## src/hw/rtl/cbb_ram.sv

```systemverilog
`timescale 1ns / 1ps

module cbb_ram #(
  parameter int WIDTH = 35,
  parameter int DEPTH = 64
) (
  input  logic                     clk,
  input  logic                     wr_en,
  input  logic [$clog2(DEPTH)-1:0] wr_addr,
  input  logic [WIDTH-1:0]         wr_data,
  input  logic                     rd_en,
  input  logic [$clog2(DEPTH)-1:0] rd_addr,
  output logic [WIDTH-1:0]         rd_data
);

  logic [WIDTH-1:0] mem [DEPTH];

  // Write port and registered read port
  always_ff @(posedge clk) begin
    if (wr_en) begin
      mem[wr_addr] <= wr_data;
    end
    if (rd_en) begin
      rd_data <= mem[rd_addr];
    end
  end

endmodule

```

## config.mk

```make
export PLATFORM = sky130hd
export DESIGN_NAME = cbb_ram
export DESIGN_NICKNAME = d
export VERILOG_FILES = /design/src/hw/rtl/cbb_ram.sv
export SDC_FILE = /design/constraint.sdc
export NUM_CORES = 2
export LEC_CHECK = 0
export BUFFER_PORTS_ARGS = -buffer_cell sky130_fd_sc_hd__buf_2
export CORE_UTILIZATION = 65
export DETAILED_ROUTE_END_ITERATION = 16
export GPL_ROUTABILITY_DRIVEN = 0
export GPL_TIMING_DRIVEN = 0
export PLACE_DENSITY_LB_ADDON = 0.12
export SETUP_SLACK_MARGIN = 0.3
export SYNTH_ARGS = -nofsm -noshare
export SYNTH_HDL_FRONTEND = slang
export SYNTH_SLANG_ARGS = --single-unit
```

## constraint.sdc

```tcl
create_clock -name clk -period 7.4 [get_ports clk]
set_input_delay 0.37 -clock clk [delete_from_list [all_inputs] [get_ports clk]]
set_output_delay 0.37 -clock clk [all_outputs]
set_load 0.02 [all_outputs]
```

==> flow_metrics.py <==
metrics = {
    "yosys": {
        "ys_warn_count": 0,
        "syn_inst": 3835,
        "synth_top_area_share_pct": 79.0,
        "yosys-top-cells-count": "edfxtp_1 (2275), mux4_2 (486), mux2i_1 (157), clkbuf_1 (104), nor2_1 (90)",
        "synth_flop_cell": "edfxtp_1",
        "avgSynthCellArea_um2": 22.6,
        "synth_area_leaders": "edfxtp_1 (79%), mux4_2 (13%), mux2i_1 (1.8%)",
        "synth_most_common_cell": "edfxtp_1",
        "synth_edf_count": 2275,
        "synth-seq-cells": 2275,
        "synth_seq_area_share_pct": 79.0,
        "syn-num-nets": 3885,
        "yosysUniqueCellTypes": 37,
        "yosysTopAreaCell": "edfxtp_1",
        "netlist_area_um2": 86500,
        "ys_async_sr_fraction_pct": 0,
    },
    "critical_path": {
        "critPathLaunch": "rd_addr[5]",
        "start_kind": "input port",
        "r2r_end": "rd_data[31]$_DFFE_PP_",
        "worstPathMaxFanout": 10,
        "r2r-start": "mem[11][31]$_DFFE_PP_",
        "crit_type": "input port to register",
        "required_ns": 7.96,
        "reg2regPathDepth": 5,
        "crit_end": "rd_data[10]$_DFFE_PP_",
        "worstSetupEndpointType": "register",
        "rrSetupSlack_ns": 4.67,
        "arrival_ns": 4.65,
    },
    "floorplanning": {
        "io_pins": 85,
        "rows": 133,
        "start_util_pct": 65.6,
        "die-area_um2": 135000,
        "die-width_um": 367,
        "core_area_um2": 132000,
        "die_y_um": 367,
    },
    "drt": {
        "totalWireLength_um": 243000,
        "m1WireLength_um": 82200,
        "drc": 0,
        "viasPerCell": 7.25,
        "dr.pass1.iters": 6,
        "wl_met2_um": 114000,
        "drt_iter0_markers": 7672,
        "wl_per_cell_um": 39.5,
        "vias": 44538,
        "dr.max_layer_used": "met5",
        "wl_met3_um": 33000,
        "ant_nets": 0,
    },
    "power": {
        "p_sw_mw": 5.70,
        "vdd_drop_max_v": 0.000242,
        "switching_share_pct": 21.6,
        "power_frac_seq_pct": 54.4,
        "p_per_area_nw_per_um2": 269,
        "p_leak_nw": 30.7,
        "power_frac_comb_pct": 5.5,
        "clockPowerShare_pct": 40.1,
        "intPower_mw": 20.6,
    },
    "sta": {
        "rsz0062_at_grt": "no",
        "fmax_mhz": 244,
        "final_max_slew_viol_count": 0,
        "finalCritPeriodShare_pct": 55.3,
        "worst_slew_pin_slew_ns": 1.49,
        "skew_ns": 0.0225,
        "finalCriticalPeriod_ns": 4.10,
        "finalHoldViolCount": 0,
        "setup_viol": 0,
        "fin_setup_tns_ns": 0,
        "whs_ns": 0.279,
        "slew_headroom_pct": 0.371,
    },
    "clocking": {
        "cts_tree": "built",
        "cts_hold_buf": 0,
        "cts_sinks": 2275,
        "cts_buffer_depth": 3,
        "cts_buffers": 213,
        "clkTransAtPathRegs_ns": 0.06,
        "cts_root_buf": "clkbuf_16",
        "insertion_delay_ns": 0.86,
        "cts_setup_buffers": 0,
        "htree_levels": 4,
        "cts_resized": 0,
    },
    "global_routing": {
        "grt_antenna_before_repair": 5,
        "grt_pass1_wl_um": 336000,
        "grt_max_degree": 65,
        "grt_pass1_vias": 44046,
        "grt-ovfl-total": 0,
        "grt_use_total_pct": 36.7,
    },
    "outcome": {
        "violations": "capacitance limit",
        "outcome": "finished, violations left",
    },
    "layout": {
        "fillCellCount": 7130,
        "layout.nets": 4264,
        "layout-drive-gt1-share_pct": 27.0,
        "syn_to_final_growth_pct": 13.3,
    },
    "flow_run": {
        "cap_violations": 1,
    },
    "min_path": {
        "hp-class": "input port to register",
    },
    "place": {
        "portBuffers": 77,
        "hpwl_um": 158000,
    },
}
==> cells by family after synthesis <==
family / after synthesis / synth area share (%)
buffers and inverters: 220 / 1.30
AOI/OAI and AO/OA: 281 / 2.44
and+or+nand+nor: 351 / 1.99
muxes: 708 / 15.3
DFF: 2275 / 79.0
==> state kept, by name, summed over array words and instances (netlist names) <==
name	flops
mem	2240
rd_data	35
==> how the worst min path moves through the flow <==
stage | from | cells past startpoint | to | slack (ns)
final | rd_en | 1 | rd_data[30]$_DFFE_PP_ | 0.28
after global routing | rd_en | 1 | rd_data[14]$_DFFE_PP_ | 0.27
after CTS | rd_en | 1 | rd_data[24]$_DFFE_PP_ | 0.24
after detailed placement | rd_data[12]$_DFFE_PP_ | 1 | rd_data[12] | 0.81
after global placement | rd_data[2]$_DFFE_PP_ | 1 | rd_data[2] | 0.81
after floorplan | wr_data[0] | 0 | mem[0][0]$_DFFE_PP_ | 0.47
==> layer usage <==
layer / vias up / track usage (%)
li1: 17152 / -
met1: 23023 / 49.6
met2: 3747 / 56.1
met3: 612 / 9.98
met4: 4 / 18.7
met5: - / 0
==> power by group through the flow <==
stage,clock network (mW),logic (mW),registers [mW]
6_report,10.6,1.46,14.3
2_1_floorplan,0,0.691,14.6
3_3_place_gp,0,1.36,14.6
3_5_place_dp,0,1.42,14.6
5_1_grt,11.0,1.49,14.3
4_1_cts,10.6,1.43,14.3
==> worst max-delay path, cell delays in order <==
cell	delay [ns]
buf_2	0.20
buf_2	0.37
inv_1	0.25
buf_1	0.63
nor2_1	0.65
clkbuf_1	1.01
nand4_1	0.62
and3_1	0.52
==> placed cells by master (no fill, tap or decap), types with 33 or more instances in the layout <==
master / synthesis / routed
a22oi_1: 54 / 54
buf_12: 0 / 62
buf_2: 59 / 136
buf_4: 33 / 33
clkbuf_1: 104 / 135
clkbuf_16: 0 / 218
clkinv_1: 0 / 61
clkinv_2: 0 / 44
edfxtp_1: 2275 / 2275
mux2_2: 65 / 65
mux2i_1: 157 / 157
mux4_2: 486 / 486
nand2_1: 75 / 75
nand3_1: 66 / 66
nand4_1: 49 / 49
nor2_4: 0 / 62
o221ai_1: 51 / 51
o22ai_1: 87 / 87
==> stage by stage <==
| step | cell area (µm²) | power, mW | instances | util [%] | setup WS [ns] |
|---|---|---|---|---|---|
| global placement | 89100 | 16.0 | 5667 | 67.6 | 0.330 |
| CTS | 98000 | 26.3 | 6139 | 74.3 | 3.76 |
| finish | 98000 | 26.3 | 6144 | 74.4 | 3.30 |
| global route | 98000 | 26.9 | 6141 | 74.4 | 3.43 |
| detailed placement | 91300 | 16.0 | 5752 | 69.3 | 2.88 |
| floorplan | 86500 | 15.3 | 3835 | - | 3.66 |
==> layout make-up <==
type                            count  area (µm²)  area share [%]
Tap cell                         1755        2200            2.24
Clock buffer                      250        5580            5.69
Clock inverter                    137        1060            1.08
Sequential cell                  2275       68300            69.7
Inverter                            1        3.75         0.00383
Timing Repair Buffer              164        2170            2.21
Antenna cell                        3        7.51         0.00766
Buffer                            219        1120            1.14
Multi-Input combinational cell   1340       17600            17.9
Power figures use the tool's default switching activity.
